`src/rtl/suk_pkg.sv`:
```
`default_nettype none
// ----------------------------------------------------------------------------
// suk_pkg: shared types for the sorted unique key set
// key type and the compare flags that every cell hands to its neighbor
// ----------------------------------------------------------------------------
package suk_pkg;

    localparam int KEY_W = 32;

    typedef logic signed [KEY_W-1:0] t_key;

    // compare result of one cell against the request key
    typedef struct packed {
        logic lt;   // occupied and stored key below request key
        logic eq;   // occupied and stored key equal to request key
    } t_cell_flag;

    // per-cell control from the top level
    typedef struct packed {
        logic occupied;  // cell index below key count
        logic commit;    // insert is taking place this cycle
    } t_cell_ctl;

endpackage : suk_pkg
`default_nettype wire

```
`src/rtl/sorted_unique_key_set.sv`:
```
`default_nettype none
// a result is registered and valid in the cycle after its request transfer
// throughput: one request per cycle while the output is not stalled, set by the combinational compare in every cell
// a result waiting on a stalled output holds off further requests
// reset clears the key count and the output valid; stored keys are not cleared
// ----------------------------------------------------------------------------
// sorted_unique_key_set: bounded ascending set of signed 32-bit keys
// insert places a new key, if there is room, at its sorted place and shifts larger keys up;
// lookup reports empty, found or not found
// ----------------------------------------------------------------------------
module sorted_unique_key_set #(
    parameter int CAPACITY = 16
) (
    input  wire logic              i_clk,
    input  wire logic              i_rst_n,
    // request channel
    input  wire logic              i_in_valid,
    output logic                   o_in_stall,
    input  wire logic              i_in_cmd,
    input  wire suk_pkg::t_key     i_in_key,
    // result channel
    output logic                   o_out_valid,
    input  wire logic              i_out_stall,
    output logic [2:0]             o_out_status,
    output logic [4:0]             o_out_occupancy
);
    import suk_pkg::*;

    localparam int CW    = $clog2(CAPACITY + 1);
    localparam int OCC_W = 5;

    // request codes
    localparam logic CMD_INSERT = 1'b0;
    localparam logic CMD_LOOKUP = 1'b1;

    // result codes
    localparam logic [2:0] ST_INSERTED  = 3'd0;
    localparam logic [2:0] ST_DUPLICATE = 3'd1;
    localparam logic [2:0] ST_FULL      = 3'd2;
    localparam logic [2:0] ST_FOUND     = 3'd3;
    localparam logic [2:0] ST_NOTFOUND  = 3'd4;
    localparam logic [2:0] ST_EMPTY     = 3'd5;

    // key count, the only control state of the set apart from the output valid
    logic [CW-1:0] r_count;
    logic [CW-1:0] n_count;

    // output register
    logic          r_out_valid;
    logic          n_out_valid;
    logic [2:0]    r_status;
    logic [2:0]    n_status;
    logic [4:0]    r_occ;

    // chain wiring
    t_key          w_key  [CAPACITY];
    t_cell_flag    w_flag [CAPACITY];
    logic [CAPACITY-1:0] w_eq;

    logic          w_accept;
    logic          w_present;
    logic          w_full;
    logic          w_commit;
    logic [CW+OCC_W-1:0] w_occ_ext;

    // a new request is taken whenever the output register is free or draining
    assign o_in_stall = r_out_valid & i_out_stall;
    assign w_accept   = i_in_valid & ~o_in_stall;

    // row of cells, each compares in parallel and passes its key and flag up
    for (genvar gi = 0; gi < CAPACITY; gi++) begin : g_cell
        t_cell_ctl  w_ctl;
        t_key       w_left_key;
        t_cell_flag w_left_flag;

        assign w_ctl.occupied = (CW'(gi) < r_count);
        assign w_ctl.commit   = w_commit;

        if (gi == 0) begin : g_first
            // bottom slot: nothing below, so it sees a smaller neighbor
            assign w_left_key  = i_in_key;
            assign w_left_flag = '{lt: 1'b1, eq: 1'b0};
        end else begin : g_rest
            assign w_left_key  = w_key[gi-1];
            assign w_left_flag = w_flag[gi-1];
        end

        suk_cell u_cell (
            .i_clk       (i_clk),
            .i_ctl       (w_ctl),
            .i_new_key   (i_in_key),
            .i_left_key  (w_left_key),
            .i_left_flag (w_left_flag),
            .o_key       (w_key[gi]),
            .o_flag      (w_flag[gi])
        );

        assign w_eq[gi] = w_flag[gi].eq;
    end

    assign w_present = |w_eq;
    assign w_full    = (r_count == CW'(CAPACITY));

    // only a new key into a set with room changes the chain
    assign w_commit = w_accept & (i_in_cmd == CMD_INSERT) & ~w_present & ~w_full;

    always_comb begin
        n_count = r_count;
        if (w_commit) begin
            n_count = r_count + 1'b1;
        end
    end

    // result code; a duplicate wins over full since the set is unchanged
    always_comb begin
        case (i_in_cmd)
            CMD_INSERT: begin
                if (w_present) begin
                    n_status = ST_DUPLICATE;
                end else if (w_full) begin
                    n_status = ST_FULL;
                end else begin
                    n_status = ST_INSERTED;
                end
            end
            CMD_LOOKUP: begin
                if (r_count == '0) begin
                    n_status = ST_EMPTY;
                end else if (w_present) begin
                    n_status = ST_FOUND;
                end else begin
                    n_status = ST_NOTFOUND;
                end
            end
            default: begin
                n_status = ST_NOTFOUND;
            end
        endcase
    end

    // occupancy is reported modulo the field width
    assign w_occ_ext = {{OCC_W{1'b0}}, n_count};

    assign n_out_valid = w_accept | (r_out_valid & i_out_stall);

    always_ff @(posedge i_clk) begin
        if (!i_rst_n) begin
            r_count     <= '0;
            r_out_valid <= 1'b0;
        end else begin
            r_count     <= n_count;
            r_out_valid <= n_out_valid;
        end
    end

    // result payload loads on every request transfer
    always_ff @(posedge i_clk) begin
        if (w_accept) begin
            r_status <= n_status;
            r_occ    <= w_occ_ext[OCC_W-1:0];
        end
    end

    assign o_out_valid     = r_out_valid;
    assign o_out_status    = r_status;
    assign o_out_occupancy = r_occ;

    // an insert grows the set by exactly one
    a_count_step : assert property (@(posedge i_clk) disable iff (!i_rst_n)
        w_commit |=> (r_count == $past(r_count) + 1'b1))
        else $error("key count did not advance on insert");

    // a new key into a full set is refused as full
    a_full_refused : assert property (@(posedge i_clk) disable iff (!i_rst_n)
        (w_accept && i_in_cmd == CMD_INSERT && w_full && !w_present)
        |=> (r_status == ST_FULL && r_count == $past(r_count)))
        else $error("insert into full set not refused");

    // the two lowest slots stay strictly ascending
    a_ascending : assert property (@(posedge i_clk) disable iff (!i_rst_n)
        (r_count >= CW'(2)) |-> (w_key[0] < w_key[1]))
        else $error("stored keys out of order");

    // the count never passes the capacity
    a_bound : assert property (@(posedge i_clk) disable iff (!i_rst_n)
        w_full |=> (r_count == CW'(CAPACITY)))
        else $error("key count exceeded capacity");

endmodule : sorted_unique_key_set
`default_nettype wire

```
`src/rtl/suk_cell.sv`:
```
`default_nettype none
// ----------------------------------------------------------------------------
// suk_cell: one slot of the sorted key chain
// compares its key with the request and on insert keeps, takes the new key,
// or takes the key of its lower neighbor
// ----------------------------------------------------------------------------
module suk_cell (
    input  wire logic               i_clk,
    input  wire suk_pkg::t_cell_ctl  i_ctl,
    input  wire suk_pkg::t_key       i_new_key,
    input  wire suk_pkg::t_key       i_left_key,
    input  wire suk_pkg::t_cell_flag i_left_flag,
    output suk_pkg::t_key            o_key,
    output suk_pkg::t_cell_flag      o_flag
);
    import suk_pkg::*;

    t_key r_key;
    t_key n_key;

    always_comb begin
        o_flag.lt = i_ctl.occupied & (r_key < i_new_key);
        o_flag.eq = i_ctl.occupied & (r_key == i_new_key);
    end

    // larger keys move up one place, the first non-smaller slot takes the new key
    always_comb begin
        n_key = r_key;
        if (i_ctl.commit && !o_flag.lt) begin
            n_key = i_left_flag.lt ? i_new_key : i_left_key;
        end
    end

    always_ff @(posedge i_clk) begin
        r_key <= n_key;
    end

    assign o_key = r_key;

endmodule : suk_cell
`default_nettype wire

```
`config.mk`:
```
export PLATFORM = sky130hd
export DESIGN_NAME = sorted_unique_key_set
export DESIGN_NICKNAME = d
export VERILOG_FILES = /design/src/rtl/suk_pkg.sv /design/src/rtl/sorted_unique_key_set.sv /design/src/rtl/suk_cell.sv
export SDC_FILE = /design/constraint.sdc
export NUM_CORES = 1
export LEC_CHECK = 0
export BUFFER_PORTS_ARGS = -buffer_cell sky130_fd_sc_hd__buf_2
export CELL_PAD_IN_SITES_DETAIL_PLACEMENT = 0
export CELL_PAD_IN_SITES_GLOBAL_PLACEMENT = 1
export CORE_ASPECT_RATIO = 1.1
export CORE_MARGIN = 3
export CORE_UTILIZATION = 58
export CTS_CLUSTER_SIZE = 24
export DETAILED_ROUTE_END_ITERATION = 8
export PLACE_DENSITY_LB_ADDON = 0.1
export SLEW_MARGIN = 10
export SYNTH_ARGS = -nofsm -noshare
export SYNTH_HDL_FRONTEND = slang
export SYNTH_SLANG_ARGS = --single-unit
```
`constraint.sdc`:
```
create_clock -name i_clk -period 7.7 [get_ports i_clk]
set_input_delay 1.155 -clock i_clk [delete_from_list [all_inputs] [get_ports i_clk]]
set_output_delay 1.155 -clock i_clk [all_outputs]
set_load 0.03 [all_outputs]
```
==> reports/summary.txt <==
status: completed
P&R area growth vs syn: 9.609%
number of global-route vias before repair: 24.59k
hold_buf cts: 0
Post-synth EDFFs: 520
Worst-Margin Slew: 1.271 ns
DR DRC count: 0
worst skew pair latency: 0.63 ns
chip width: 238.5 um
die area: 62410 um2
FF-to-FF Start: g_cell[12].u_cell.o_key[15]$_DFFE_PP_
Clock transition at path regs: 0.07 ns
#FFs+latches synth: 526
Final HPWL DP: 83.28 mm
Final Max Slew Viols: 0
largest net degree at the start of global routing: 47
TritonCTS Sinks: 526
vias: 24.72k
RSZ-0062 raised after global routing: no
Yosys warnings: 0
I/O Buffers: 46
first-pass GRT wire length: 167.0 mm
IO Pins: 47
CP Launch Type: primary input
FFs w/ async S/R, synth: 0%
Synth Flop Type: edfxtp_1
r2r worst-path depth: 8
Crit path arrival time: 6.17 ns
core footprint: 58650 um2
clock buffer count from CTS: 58
WL per Instance: 32.36 um
Post-Syn Instances: 2706
synth top area cells: edfxtp_1, ha_1, mux2_2, a21oi_1, a21o_1
drt first pass iters: 5
Fillers: 4477
initial antenna violation count: 13
Fin Clk Skew: 0.02751 ns
dpl cell area: 35860 um2
syn_area_per_cell: 12.74 um2
routability cong.: 0.9490
HP Class: reg -> reg
Layout Nets: 3308
Cell Pwr Density: 191.6 nW/um2
TritonCTS clock tree: built
Synth area leader: edfxtp_1
Period minus WS final: 5.932 ns
CP startpoint: i_in_key[13]
Netlist cell types: 72
commonest non-fill, non-tap cell in the layout: edfxtp_1
Die Y: 261.7 um
fin crit share: 77.03%
sequential-to-total area share from yosys stat: 45.64%
slowest cell on the critical path: nor2_4
Req. time, crit path: 7.94 ns
CP Max Fanout: 32
num rows: 93
fraction of layout cells with a size suffix above 1: 24.23%
WS Path Type: in -> reg
CTS Root Cell: clkbuf_16
max-cap viol count: 0
H-tree level count: 2
worst reg-to-reg setup slack: 2.96 ns
post-CTS sizing: 0
Rel. slew slack: 15.28%
Cell Chain, Critical Path: buf_2, inv_1, ha_1, nand4_1, nor3_1, nand2_1, a21oi_1, o22ai_1, mux2i_4, nor2_4
Peak Freq: 168.6 MHz
postcts setup bufs: 0
Final Hold Fails: 0
syn_nets: 3257
Synth Cell Area: 34480 um2
Final ANT Viol Nets: 0
maximum VDD drop: 174.8 uV
top cell type's share of synthesized area: 45.29%
Max stage delay on crit path: 1.00 ns
worst hold path depth: 1
Setup violations, final: 0
CTS Buffer Depth: 3
drt total wl: 115.5 mm
DRT iter0 DRCs: 2488
total negative slack: 0 ns
post-DR vias/cell: 6.929
Final Cell Area: 37790 um2
gr usage total: 36.87%
FF-to-FF End: g_cell[12].u_cell.o_key[11]$_DFFE_PP_
fin util: 64.44%
Initial Utilization: 58.79%
Leakage: 15.47 nW
most frequent cells in the layout: edfxtp_1, ha_1, mux2_2, a21oi_1
total gr overflow: 0
CP endpoint: g_cell[12].u_cell.o_key[11]$_DFFE_PP_
CP endpoint kind: flip-flop
-- layout make-up --
class	count	area [um2]	share of cell area, %
Clock inverter	38	390.4	1.033
Inverter	100	375.4	0.9932
Tap cell	760	950.9	2.516
Sequential cell	526	15740	41.64
Timing Repair Buffer	105	698.2	1.847
Multi-Input combinational cell	1966	18120	47.95
Antenna cell	6	15.01	0.03973
Clock buffer	67	1506	3.986
-- logic make-up (layout without fill, tap and decap cells) --
family / Yosys count / in the layout / synth area share (%)
compound gates: 526 / 526 / 10.29
xor+xnor: 3 / 3 / 0.07622
fa+ha+maj: 514 / 514 / 18.65
buf+inv: 214 / 310 / 2.555
flops: 526 / 526 / 45.64
mux: 464 / 464 / 15.14
other cells: 0 / 6 / 0
simple gates: 459 / 459 / 7.653
-- power breakdown --
| part | switching (W) | internal (W) | total [W] |
|---|---|---|---|
| Sequential | 0.0000756 | 0.00329 | 0.00337 |
| Clock | 0.00122 | 0.00166 | 0.00288 |
| Combinational | 0.000647 | 0.000351 | 0.000997 |
-- registers in the layout (all words and copies together), names as in the netlist --
name                 cells
o_out_valid              1
r_count                  5
o_out_status             3
g_cell.u_cell.o_key    512
o_out_occupancy          5
-- stage by stage --
step / power [W] / instances / setup WS [ns] / hold WS [ns]
after floorplan: 0.003993 / 2706 / 2.248 / 0.5398
after global placement: 0.004353 / 3455 / 1.258 / 0.5497
after detailed placement: 0.004391 / 3456 / 1.316 / 0.5657
after CTS: 0.007232 / 3561 / 1.966 / 0.5749
after global routing: 0.007458 / 3566 / 1.667 / 0.5972
final: 0.007240 / 3568 / 1.768 / 0.5699
-- metal layers --
| layer | GRT usage [%] | part of all wire [%] | vias up |
|---|---|---|---|
| met5 | 0 | 0 | - |
| met4 | 19.54 | 6.1 | 0 |
| met3 | 5.940 | 7.7 | 252 |
| met2 | 60.67 | 47 | 1145 |
| met1 | 47.22 | 39 | 12430 |
| li1 | - | - | 10897 |
-- cells in the mapped netlist (5+ instances only) --
library cell / instances
clkbuf_1: 65
dfxtp_1: 6
mux2_1: 9
and4b_1: 5
o31ai_1: 6
nand2b_1: 12
o21a_1: 16
a221o_1: 10
mux2_2: 443
nor2b_1: 41
o211ai_1: 16
o211a_1: 32
buf_2: 44
nand2_1: 75
a211oi_1: 8
nor4_1: 11
a21oi_1: 201
mux2i_1: 10
or2_2: 5
a221oi_1: 19
a2111oi_0: 33
edfxtp_1: 520
nor2_1: 39
a21o_1: 99
ha_1: 514
and4_1: 29
nand4_1: 100
o21ai_0: 45
nor3_1: 61
and2_0: 5
inv_1: 100
and3_1: 5
o311ai_0: 7
nand3_1: 42
-- worst min-delay path by stage --
stage / from / to
after floorplan: g_cell[9].u_cell.o_key[22]$_DFFE_PP_ / g_cell[10].u_cell.o_key[22]$_DFFE_PP_
after global placement: o_out_valid$_SDFF_PN0_ / o_out_valid$_SDFF_PN0_
after detailed placement: o_out_valid$_SDFF_PN0_ / o_out_valid$_SDFF_PN0_
after CTS: g_cell[2].u_cell.o_key[15]$_DFFE_PP_ / g_cell[3].u_cell.o_key[15]$_DFFE_PP_
after global routing: g_cell[2].u_cell.o_key[15]$_DFFE_PP_ / g_cell[3].u_cell.o_key[15]$_DFFE_PP_
final: g_cell[2].u_cell.o_key[15]$_DFFE_PP_ / g_cell[3].u_cell.o_key[15]$_DFFE_PP_
-- worst max-delay path: cells and delay by family --
family,cells,cell delay [ns]
AOI/OAI and AO/OA,2,0.90
adders and majority gates,1,0.52
buffers and inverters,2,0.89
muxes,1,0.44
and+or+nand+nor,4,2.14
Note: power is estimated with default switching activity, not from simulation.
